===== config.mk =====
export PLATFORM = sky130hd
export DESIGN_NAME = plsu_rdgrp
export DESIGN_NICKNAME = d
export VERILOG_FILES = /design/src/hdl/positional_list_store_unit_assert.svh /design/src/hdl/plsu_pkg.sv /design/src/hdl/plsu_rdgrp.sv
export SDC_FILE = /design/constraint.sdc
export NUM_CORES = 1
export LEC_CHECK = 0
export BUFFER_PORTS_ARGS = -buffer_cell sky130_fd_sc_hd__buf_2
export CORE_AREA = 2 2 112 114
export CTS_CLUSTER_DIAMETER = 200
export DETAILED_ROUTE_END_ITERATION = 16
export DIE_AREA = 0 0 114 116
export PLACE_DENSITY_LB_ADDON = 0.25
export REMOVE_ABC_BUFFERS = 1
export SYNTH_ARGS = -nofsm -noshare
export SYNTH_HDL_FRONTEND = slang
export SYNTH_SLANG_ARGS = --single-unit
export TNS_END_PERCENT = 100

===== constraint.sdc =====
create_clock -name clk -period 1.22 [get_ports clk]
set_clock_uncertainty 0.1 [all_clocks]
set_input_delay 0.244 -clock clk [delete_from_list [all_inputs] [get_ports clk]]
set_output_delay 0.244 -clock clk [all_outputs]
set_load 0.005 [all_outputs]

===== src/hdl/positional_list_store_unit_assert.svh =====
// Assertion helpers for the positional list store.
`ifndef POSITIONAL_LIST_STORE_UNIT_ASSERT_SVH
`define POSITIONAL_LIST_STORE_UNIT_ASSERT_SVH

// Same-cycle implication, disabled during reset.
`define PLSU_ASSERT_IMPL(label, clk, rst_n, ante, cons, msg) \
  label: assert property (@(posedge clk) disable iff (!rst_n) (ante) |-> (cons)) \
    else $error(msg);

// Next-cycle implication, disabled during reset.
`define PLSU_ASSERT_NEXT(label, clk, rst_n, ante, cons, msg) \
  label: assert property (@(posedge clk) disable iff (!rst_n) (ante) |=> (cons)) \
    else $error(msg);

`endif


===== src/hdl/plsu_pkg.sv =====
package plsu_pkg;

  localparam int DATA_W = 32;
  localparam int POS_W  = 7;
  localparam int LEN_W  = 7;
  localparam int ST_W   = 2;
  localparam int REQ_W  = 3;
  localparam int GRP    = 8;

  localparam logic [REQ_W-1:0] REQ_READ     = 3'd0;
  localparam logic [REQ_W-1:0] REQ_WRITE    = 3'd1;
  localparam logic [REQ_W-1:0] REQ_INSERT   = 3'd2;
  localparam logic [REQ_W-1:0] REQ_APPEND   = 3'd3;
  localparam logic [REQ_W-1:0] REQ_PREPEND  = 3'd4;
  localparam logic [REQ_W-1:0] REQ_REMOVE   = 3'd5;
  localparam logic [REQ_W-1:0] REQ_TRUNCATE = 3'd6;
  localparam logic [REQ_W-1:0] REQ_CLEAR    = 3'd7;

  localparam logic [ST_W-1:0] ST_DONE  = 2'd0;
  localparam logic [ST_W-1:0] ST_RANGE = 2'd1;
  localparam logic [ST_W-1:0] ST_FULL  = 2'd2;

  localparam logic [2:0] CMD_NONE  = 3'd0;
  localparam logic [2:0] CMD_READ  = 3'd1;
  localparam logic [2:0] CMD_WRITE = 3'd2;
  localparam logic [2:0] CMD_OPEN  = 3'd3;
  localparam logic [2:0] CMD_CLOSE = 3'd4;

  typedef struct packed {
    logic [2:0]        op;
    logic [DATA_W-1:0] data;
  } cell_cmd_t;

endpackage


===== src/hdl/plsu_rdgrp.sv =====
module plsu_rdgrp import plsu_pkg::*; (
  input  logic              clk,
  input  logic              load,
  input  logic [DATA_W-1:0] rd_i [GRP],
  output logic [DATA_W-1:0] q
);

  logic [DATA_W-1:0] q_r;
  logic [DATA_W-1:0] q_nxt;

  always_comb begin
    q_nxt = '0;
    for (int k = 0; k < GRP; k++) begin
      q_nxt = q_nxt | rd_i[k];
    end
  end

  always_ff @(posedge clk) begin
    if (load) q_r <= q_nxt;
  end

  assign q = q_r;

endmodule


Word-level counts from Yosys, hierarchy flattened
Cells that the tools add are included.
Operators by class
  bitwise gates (word level): 7
Operators by type and width (count)
  32-bit OR: 7
Storage, ports and cells
  register bits after elaboration: 32
  input port bits: 258
  output and inout bits: 32
  word-level logic and storage cells: 8

Depth between registers and ports, before layout
  depth in word-level cells: 7
  gate-level depth with buffers: 2
  depth with buffers taken out: 2

Worst setup path before layout
No wires, ideal clock.
  path type: input port to flip-flop
  start point: input port rd_i[192] in the netlist's numbering
  end point: register q_r[0] (netlist: q[0]) (data pin)
  setup time: 263 ps
  arrival: 550 ps
  data required time: 857 ps
  path slack: 307 ps
  cell stages on the path: 2
  path buffers: 0
  path through: nor4_1 nand2_1
On the way
  longest elaborated chain between the ends: 7
Ends and longest elaborated chain
  from (decl): RTL line plsu_rdgrp.sv:4  | input logic [DATA_W-1:0] rd_i [GRP],
  32-bit OR (7 in series): RTL line plsu_rdgrp.sv:14  | q_nxt = q_nxt | rd_i[k];
  via q_nxt[0]: RTL line plsu_rdgrp.sv:9  | logic [DATA_W-1:0] q_nxt;
  to (signal assigned): RTL line plsu_rdgrp.sv:19  | if (load) q_r <= q_nxt;
  to (decl): RTL line plsu_rdgrp.sv:8  | logic [DATA_W-1:0] q_r;
The timed path passes the listed nets, and every way through them passes these cells.
A chain may end at the register's enable or synchronous reset.

Final worst setup path
  start point: register q_r[0] (netlist: q[0])
  end point: output port q[0]
RTL lines
  to (decl): RTL line plsu_rdgrp.sv:5  | output logic [DATA_W-1:0] q
No word-level cell between the ends.

==> impl_metrics.env <==
export IMPL_ys_seq_elements=32
export IMPL_wl_per_cell_um=12.1
export IMPL_cts_root_buf="clkbuf_16"
export IMPL_grtUsageMet1_pct=9.79
export IMPL_cp_arrival_ns=0.80
export IMPL_cp_end_kind="output pin"
export IMPL_critPathTopFamily="flip-flops"
export IMPL_gp_congestion=0.790
export IMPL_dp_hpwl_mm=6.23
export IMPL_worst_hold_path_type="in -> reg"
export IMPL_via_per_inst=4.01
export IMPL_synth_area_mm2=0.00148
export IMPL_fin_util_pct=27.5
export IMPL_cts_buffers=5
export IMPL_fin_crit_sh_pct=93.5
export IMPL_rows=40
export IMPL_post_route_drc_count=0
export IMPL_drt_wl_total_mm=6.89
export IMPL_grt_ovfl_total=0
export IMPL_avgSynthCellArea_um2=11.6
export IMPL_setup_viol=0
export IMPL_numClockSinks=32
export IMPL_path_clk_slew_ns=0.05
export IMPL_busiest_layer="met2"
export IMPL_hold_buffers=0
export IMPL_antenna_cells=0
export IMPL_start_kind="register"
export IMPL_cpPeakStageDelay_ns=0.38
export IMPL_fin_setup_tns_ns=0
export IMPL_htreeDepth=2
export IMPL_crit_slowest_cell="edfxtp_1"
export IMPL_grt_pass1_wl_mm=9.47
export IMPL_dieArea_mm2=0.0132
export IMPL_p_per_area_mw_per_mm2=898
export IMPL_initialDrtViolationCount=29
export IMPL_status="finished, final reports clean"
export IMPL_hold_viol=0
export IMPL_largest_reg_flops=32
export IMPL_grt_antenna_before_repair=0
export IMPL_grt_use_met2_pct=18.4
export IMPL_maxSlewViolCount=0
export IMPL_path_class="reg -> out"
export IMPL_ys_seq_area_share_pct=64.9
export IMPL_grtUsageMet3_pct=1.88
export IMPL_grt_pass1_vias=2119
export IMPL_cts_resized=0
export IMPL_die_w_um=114
export IMPL_track_usage_pct=9.37
export IMPL_die_h_um=116
export IMPL_worst_path_stages=1
export IMPL_p_leak_nw=1.57
export IMPL_peakVddDrop_v=0.000375
export IMPL_cp_max_fo=1
export IMPL_cts_tree="done"
export IMPL_tightest_slew_ns=0.367
export IMPL_critical_path_required_ns=0.88
export IMPL_cts_setup_buffers=0
export IMPL_grt_setup_unrepaired="false"
export IMPL_period_minus_slack_ns=1.14
export IMPL_layout_nets=684
export IMPL_io_pin_count=290
export IMPL_first_pass_iters=4
export IMPL_grt_max_degree=18
export IMPL_path_cells="buf_2"
export IMPL_synthCells=128
export IMPL_num_vias=2290
export IMPL_slew_limit_headroom_pct=75.3
export IMPL_maxCapViolations=0
export IMPL_synth_distinct_cells=3
export IMPL_clock_path_buffers=2
export IMPL_antenna_left=0
export IMPL_startpoint="q[0]$_DFFE_PP_"
export IMPL_crit_end="q[0]"
export IMPL_fmaxAchievable_mhz=877
export IMPL_initial_core_util_pct=12.4
export IMPL_cp_buffers_inverters=1
export IMPL_drive_above_1_share_pct=69.8
export IMPL_area_growth_synth_to_final_pct=121
export IMPL_ys_warn_count=0
export IMPL_io_buffers=289
export IMPL_core_mm2=0.0119
-- tightest hold or removal path: cells and delay by family --
family | cells | cell delay (ns)
simple gates | 2 | 0.07
buf+inv | 1 | 0.07
-- per-stage QoR --
stage	std cells	cell area (um^2)	power (mW)	hold WS (ns)	setup WS, ns
CTS	571	3280	3.03	0.124	0.0559
floorplan	128	1480	1.35	0.256	0.307
global placement	566	3150	1.86	0.407	0.0197
detailed placement	566	3150	1.87	0.408	-0.0285
finish	571	3280	2.94	0.134	0.0798
global route	571	3280	3.12	0.132	0.0397
-- layer usage --
layer	up-vias	share of wire, %
met5	-	0
met4	0	1.1
met3	5	9.2
met2	145	54
met1	1002	36
li1	1138	-
-- logic make-up after synthesis --
| logic type | Yosys count | synth area share [%] |
|---|---|---|
| flip-flops | 32 | 64.9 |
| AND/OR/NAND/NOR | 96 | 35.1 |
-- cell type report --
cell class	instances	area, um^2
fill	1279	8630
timing repair buffer	291	1490
sequential	32	961
multi-input combinational	96	520
tap	147	184
clock buffer	5	125
-- layout by cell type, fill, tap and decap left out --
cell type and n:
clkbuf_16 5, edfxtp_1 32, nand2_1 32, nor4_1 64, buf_2 289, buf_12 2
-- cells in the mapped netlist --
library cell / n / share of area, %
nand2_1: 32 / 8.1
edfxtp_1: 32 / 65
nor4_1: 64 / 27
-- worst min path at each step --
| stage | endpoint | cells after the start | from | slack [ns] |
|---|---|---|---|---|
| 6_report | q[13]$_DFFE_PP_ | 3 | rd_i[13] | 0.13 |
| 5_1_grt | q[1]$_DFFE_PP_ | 3 | rd_i[1] | 0.13 |
| 4_1_cts | q[13]$_DFFE_PP_ | 3 | rd_i[13] | 0.12 |
| 3_5_place_dp | q[25]$_DFFE_PP_ | 3 | rd_i[121] | 0.41 |
| 3_3_place_gp | q[15]$_DFFE_PP_ | 3 | rd_i[15] | 0.41 |
| 2_1_floorplan | q[0]$_DFFE_PP_ | 0 | load | 0.26 |
-- power breakdown --
| part | leakage (nW) | internal [mW] | switching [mW] | total, mW |
|---|---|---|---|---|
| Sequential | 0.323 | 1.27 | 0.0142 | 1.28 |
| Combinational | 1.19 | 0.359 | 0.197 | 0.556 |
| Clock | 0.0616 | 0.718 | 0.390 | 1.11 |
| Total | 1.57 | 2.34 | 0.600 | 2.94 |
Note: power is estimated with default switching activity, not from simulation.
