$ cat src/hdl/positional_list_store_unit_assert.svh
// Assertion helpers for the positional list store.
`ifndef POSITIONAL_LIST_STORE_UNIT_ASSERT_SVH
`define POSITIONAL_LIST_STORE_UNIT_ASSERT_SVH

// Same-cycle implication, disabled during reset.
`define PLSU_ASSERT_IMPL(label, clk, rst_n, ante, cons, msg) \
  label: assert property (@(posedge clk) disable iff (!rst_n) (ante) |-> (cons)) \
    else $error(msg);

// Next-cycle implication, disabled during reset.
`define PLSU_ASSERT_NEXT(label, clk, rst_n, ante, cons, msg) \
  label: assert property (@(posedge clk) disable iff (!rst_n) (ante) |=> (cons)) \
    else $error(msg);

`endif

$ cat src/hdl/plsu_pkg.sv
package plsu_pkg;

  localparam int DATA_W = 32;
  localparam int POS_W  = 7;
  localparam int LEN_W  = 7;
  localparam int ST_W   = 2;
  localparam int REQ_W  = 3;
  localparam int GRP    = 8;

  localparam logic [REQ_W-1:0] REQ_READ     = 3'd0;
  localparam logic [REQ_W-1:0] REQ_WRITE    = 3'd1;
  localparam logic [REQ_W-1:0] REQ_INSERT   = 3'd2;
  localparam logic [REQ_W-1:0] REQ_APPEND   = 3'd3;
  localparam logic [REQ_W-1:0] REQ_PREPEND  = 3'd4;
  localparam logic [REQ_W-1:0] REQ_REMOVE   = 3'd5;
  localparam logic [REQ_W-1:0] REQ_TRUNCATE = 3'd6;
  localparam logic [REQ_W-1:0] REQ_CLEAR    = 3'd7;

  localparam logic [ST_W-1:0] ST_DONE  = 2'd0;
  localparam logic [ST_W-1:0] ST_RANGE = 2'd1;
  localparam logic [ST_W-1:0] ST_FULL  = 2'd2;

  localparam logic [2:0] CMD_NONE  = 3'd0;
  localparam logic [2:0] CMD_READ  = 3'd1;
  localparam logic [2:0] CMD_WRITE = 3'd2;
  localparam logic [2:0] CMD_OPEN  = 3'd3;
  localparam logic [2:0] CMD_CLOSE = 3'd4;

  typedef struct packed {
    logic [2:0]        op;
    logic [DATA_W-1:0] data;
  } cell_cmd_t;

endpackage

$ cat src/hdl/plsu_cell.sv
module plsu_cell import plsu_pkg::*; #(
  parameter int IDX = 0,
  parameter int CW  = 7
) (
  input  logic              clk,
  input  cell_cmd_t         cmd,
  input  logic [CW-1:0]     at,
  input  logic [DATA_W-1:0] prev_q,
  input  logic [DATA_W-1:0] next_q,
  output logic [DATA_W-1:0] q,
  output logic [DATA_W-1:0] rd
);

  localparam logic [CW-1:0] MY = CW'(IDX);

  logic [DATA_W-1:0] q_r;
  logic [DATA_W-1:0] q_nxt;

  always_comb begin
    q_nxt = q_r;
    case (cmd.op)
      CMD_WRITE: begin
        if (MY == at) q_nxt = cmd.data;
      end
      CMD_OPEN: begin
        if (MY > at) q_nxt = prev_q;
        else if (MY == at) q_nxt = cmd.data;
      end
      CMD_CLOSE: begin
        if (MY >= at) q_nxt = next_q;
      end
      default: begin
      end
    endcase
  end

  always_ff @(posedge clk) begin
    q_r <= q_nxt;
  end

  assign q  = q_r;
  assign rd = (cmd.op == CMD_READ && MY == at) ? q_r : '0;

endmodule

$ cat config.mk
export PLATFORM = sky130hd
export DESIGN_NAME = plsu_cell
export DESIGN_NICKNAME = d
export VERILOG_FILES = /design/src/hdl/positional_list_store_unit_assert.svh /design/src/hdl/plsu_pkg.sv /design/src/hdl/plsu_cell.sv
export SDC_FILE = /design/constraint.sdc
export NUM_CORES = 1
export LEC_CHECK = 0
export BUFFER_PORTS_ARGS = -buffer_cell sky130_fd_sc_hd__buf_2
export CORE_MARGIN = 1.5
export CORE_UTILIZATION = 39
export CTS_CLUSTER_SIZE = 10
export DETAILED_ROUTE_END_ITERATION = 10
export PLACE_DENSITY = 0.89
export SYNTH_ARGS = -nofsm -noshare
export SYNTH_HDL_FRONTEND = slang
export SYNTH_SLANG_ARGS = --single-unit
$ cat constraint.sdc
create_clock -name clk -period 4.15 [get_ports clk]
set_clock_uncertainty 0.2 [all_clocks]
set_input_delay 0.2075 -clock clk [delete_from_list [all_inputs] [get_ports clk]]
set_output_delay 0.2075 -clock clk [all_outputs]
set_load 0.03 [all_outputs]
# --- After elaboration in Yosys (flattened, before gate mapping) ---
# Index checks and enable logic that the tools add are counted.
# Widths: inputs -> output; s select.
totals:
  reg_bits: 32
  latch_bits: 0
  ramBits: 0
  mem_bits_ro: 0
  inputBits: 107
  word_cells: 17
  memories: 0
op_classes:
  addsub: 0
  n_mul: 0
  n_div: 0
  order_cmp: 2
  eq_ne: 5
  n_shift: 0
  n_mux: 5
  n_bitwise: 0
  n_reduce_logical: 4
ops:
  columns: ["cell", "count"]
  rows:
  - ["$mux 32", 4]
  - ["$pmux 32 s3", 1]
  - ["$ge 1x7->1 const A", 1]
  - ["$gt 1x7->1 const A", 1]
  - ["$logic_not 7->1", 1]
  - ["$eq 3x2->1 const B", 2]
  - ["$eq 3x1->1 const B", 1]
  - ["$eq 3x3->1 const B", 1]
  - ["$reduce_bool 3->1", 1]
  - ["$ne 2x2->1 const B", 1]
  - ["$reduce_and 2->1", 1]
  - ["$logic_and 1x1->1", 1]

# --- Logic depth before layout (Yosys ltp) ---
depth:
  ltp_word: 4
  ltp_mapped: 5
  depth_no_buf: 3

# --- Worst setup path after synthesis ---
# OpenSTA, ideal clock, no wires.
synth_path:
  path_kind: "input -> register"
  start: "in at[3]"
  end: "reg q_r[0] (netlist: q[0]) (enable)"
  setup_ps: 419
  arrival_time_ps: 2335
  t_required_ps: 3531
  setup_slack_ps: 1196
  stages: 3
  cell_sequence: "or4_4 -> buf_6 -> o32ai_2"
synth_between:
  elab_chain_cells: 3
synth_lines:
  columns: ["item", "line_no", "source"]
  rows:
  - ["from (decl)", "plsu_cell.sv:7", "input logic [CW-1:0] at,"]
  - ["$ge 1x7->1", "plsu_cell.sv:30", "if (MY >= at) q_nxt = next_q;"]
  - ["$ne 2x2->1 (no line)", null, null]
  - ["$reduce_and 2->1 (no line)", null, null]
  - ["to (signal assigned)", "plsu_cell.sv:38", "q_r <= q_nxt;"]
  - ["to (decl)", "plsu_cell.sv:16", "logic [DATA_W-1:0] q_r;"]
# No other way between the ends.
# A chain may end at the register's enable or synchronous reset.

# --- Worst setup path after layout ---
layout_path:
  start: "in at[3]"
  end: "out rd[25]"
layout_between:
  elab_chain_cells: 3
layout_lines:
  columns: ["item", "line_no", "source"]
  rows:
  - ["$logic_not 7->1", "plsu_cell.sv:42", "assign rd = (cmd.op == CMD_READ && MY == at) ? q_r : '0;"]
  - ["$logic_and 1x1->1", "plsu_cell.sv:42", null]
  - ["$mux 32", "plsu_cell.sv:42", null]
  - ["to (decl)", "plsu_cell.sv:11", "output logic [DATA_W-1:0] rd"]
# No other way between the ends.

==> metrics.md <==
| Metric | Value |
|---|---|
| Outcome | finished clean |
| Die H | 75.01 um |
| Top cells by count, synth | nor2_1 (33), a31oi_1 (32), and2_1 (32), edfxtp_1 (32), nand3_1 (32) |
| Max FFs per register | 32 |
| Synth warn | 0 |
| RSZ-0062 raised after global routing | false |
| Clock buffer depth | 2 |
| Synth Area in Simple Gates | 0.2698 |
| Port Buf Inserts | about 140 |
| Share of layout cells above drive strength 1 | 0.4371 |
| Post-CTS Setup Inserts | 0 |
| Average vias per placed instance | approximately 5.3 |
| Crit path kind | in -> out |
| P_leak | approximately 0.0012 uW |
| Hold Fails Final Rpt | 0 |
| Post-Synth XOR/XNOR Area | 0 |
| DR iter-0 viols | between 100 and 150 |
| Detail Placement HPWL | roughly 4000 um |
| WP data required | 3.74 ns |
| # setup viols final | 0 |
| Share of the synthesized area in the top cell type | 0.4752 |
| Worst slew pin tran | 1.055 ns |
| Worst-skew pair later-pin latency | 0.27 ns |
| Post-synthesis sequential area ratio | 0.4752 |
| Synthesized cell area | around 2000 sq um |
| First-pass GRT wire length | about 8200 um |
| I/O Pins | 171 |
| Main combinational cell family by area after synthesis | simple AND/OR/NAND/NOR gates |
| Via count | ~2,200 |
| Highest Signal Layer | met4 |
| Clk slew on worst S/H paths | around 0.060 ns |
| Critical Path Max Stage Delay | ~0.87 ns |
| CTS tree | yes |
| Setup Total Neg Slack | 0 ns |
| Resized cells post-CTS | 0 |
| FP Rows | 26 |
| Cts hold-fix bufs | 0 |
| CP endpoint kind | primary output |
| CP max FO | 33 |
| Post-synth top area cell | edfxtp_1 |
| Min Tclk post-route | about 2.7 ns |
| Adder-cell share of the synthesized area | 0 |
| Met3 wire length | between 400 and 500 um |
| Max-slew headroom | 0.2970 |
| Metal-1 WL | roughly 2300 um |
| # H-tree levels | 2 |
| Antenna violations before repair | 0 |
| Worst vdd ir | roughly 0.00013 V |
| Power Density | ~270 nW/um^2 |
| Final period util | 0.6505 |
| Routed met2 length | 2967 um |
| Multi-input gate area | 938.4 sq um |
| Post-synthesis mux area share | 0 |
| Crit start category | primary input |
| Worst hold slack | between 0.07 and 0.08 ns |
| Root Driver | clkbuf_8 |
| Register area | ~960 sq um |
| N_diodes | 0 |
| Routed WL per cell | between 10 and 15 um |
| Post-synth EDFFs | 32 |
| Fin nets | between 400 and 500 |
| WHS Path Cells | 3 |
| Final Max Tran Viols | 0 |
| Vias in the first global route | approximately 1,800 |
| CP max stage cell | and4_1 |
| GPL Wtd Cong | 0.7376 |
| Num Clock Sinks | 32 |
| Starting density of the core | 0.4010 |
| Post-synth net total | 330 |
| Max Cap Violations | 0 |
| Synth Area in Compound Gates | 0.1863 |
| Die boundary width | between 70 and 80 um |
| Num CTS Buffers | 5 |
| Die area | between 5000 and 6000 sq um |
| GRT Util Overall | 0.1914 |
| Number of detailed-route iterations in the first pass | 4 |
| Post-synth ARST share | 0 |
| Largest net degree at the start of global routing | 65 |
| Reg2Reg Depth | 2 |
| Post-route ant nets | 0 |
| Most used cell, CP | buf_2 |
| Synthesized instance count | 223 |
| F_max | around 0.37 GHz |
| PnR Total Power | about 740 uW |
| Top cells by area, synth | edfxtp_1 (48%), a31oi_1 (9.9%), and2_1 (9.9%) |
| DR DRC count | 0 |
| Area growth, synth to finish | 37.93% |
| # fillers | approximately 470 |
| Core box area | 5042 sq um |
| Reg2Reg Setup Slack | 3.02 ns |
| Critical Path AT | between 2 and 2.5 ns |
| Top-count cell post-synth | nor2_1 |
| Cells along the critical path | buf_2 -> nor4_4 -> buf_4 -> and4_1 -> and2_1 -> buf_2 |
| Post-synthesis cell type count | 20 |
| WL final | roughly 5700 um |
| Post-synthesis area per instance | about 9.1 sq um |
| Dominant synthesized flop cell | edfxtp_1 |
| Hold Crit Class | in -> reg |
| Remaining global-route overflow | 0 |
| Flops & latches, synth | 32 |
## power by group
group	switching [uW]	total (uW)	internal [uW]
clock network	108	222	114
registers	8.75	385	376
logic	83.3	135	51.3
total	200	742	541
## worst paths after layout
path	start	end
setup / recovery	at[3]	rd[25]
hold / removal	next_q[16]	q[16]
hold reg to reg	q[12]	q[12]
setup reg to reg	q[26]	q[26]
## layout make-up
type / instances / area share
clock buffer: 6 / 0.02602
timing repair buffer: 142 / 0.2584
clock inverter: 1 / 0.001795
tap: 70 / 0.03140
inverter: 1 / 0.001346
sequential: 32 / 0.3445
multi-input combinational: 168 / 0.3365
## worst max-delay path, delay by kind of cell
family                 cells  cell delay [ns]
buffers and inverters      3             0.69
AND/OR/NAND/NOR            3             1.38
## cells by family after synthesis
group / Yosys count
AND/OR/NAND/NOR: 103
AO/OA/AOI/OAI: 65
flip-flops: 32
buffers and inverters: 23
## cells in the final DEF, fill, tap and decap left out
cell type  Yosys  routed
buf_2          9     138
nor2_1        33      33
nand3_1       32      32
a31oi_1       32      32
and2_1        32      32
edfxtp_1      32      32
o21ai_0       24      24
o21ai_1        8       8
clkbuf_8       0       5
buf_4          3       4
or3_1          1       1
or4_4          1       1
or3b_2         1       1
nor3_2         0       1
nor4_4         1       1
and4_1         1       1
inv_1          1       1
o32ai_4        0       1
clkinv_2       0       1
clkbuf_1       5       1
## per-stage QoR
stage,utilization,std cells,area (sq um),setup WS [ns]
after global placement,0.5377,413,2711,1.248
after floorplan,-,223,2022,1.196
after detailed placement,0.5377,413,2711,1.230
final,0.5531,420,2789,1.450
after global routing,0.5531,420,2789,1.289
after CTS,0.5531,420,2789,1.437
## layer usage
| metal | vias to the layer above | track usage |
|---|---|---|
| li1 | 1075 | - |
| met1 | 1033 | 0.2297 |
| met2 | 115 | 0.3353 |
| met3 | 2 | 0.05087 |
| met4 | 0 | 0.05859 |
| met5 | - | 0 |
Note: power is estimated with default switching activity, not from simulation.
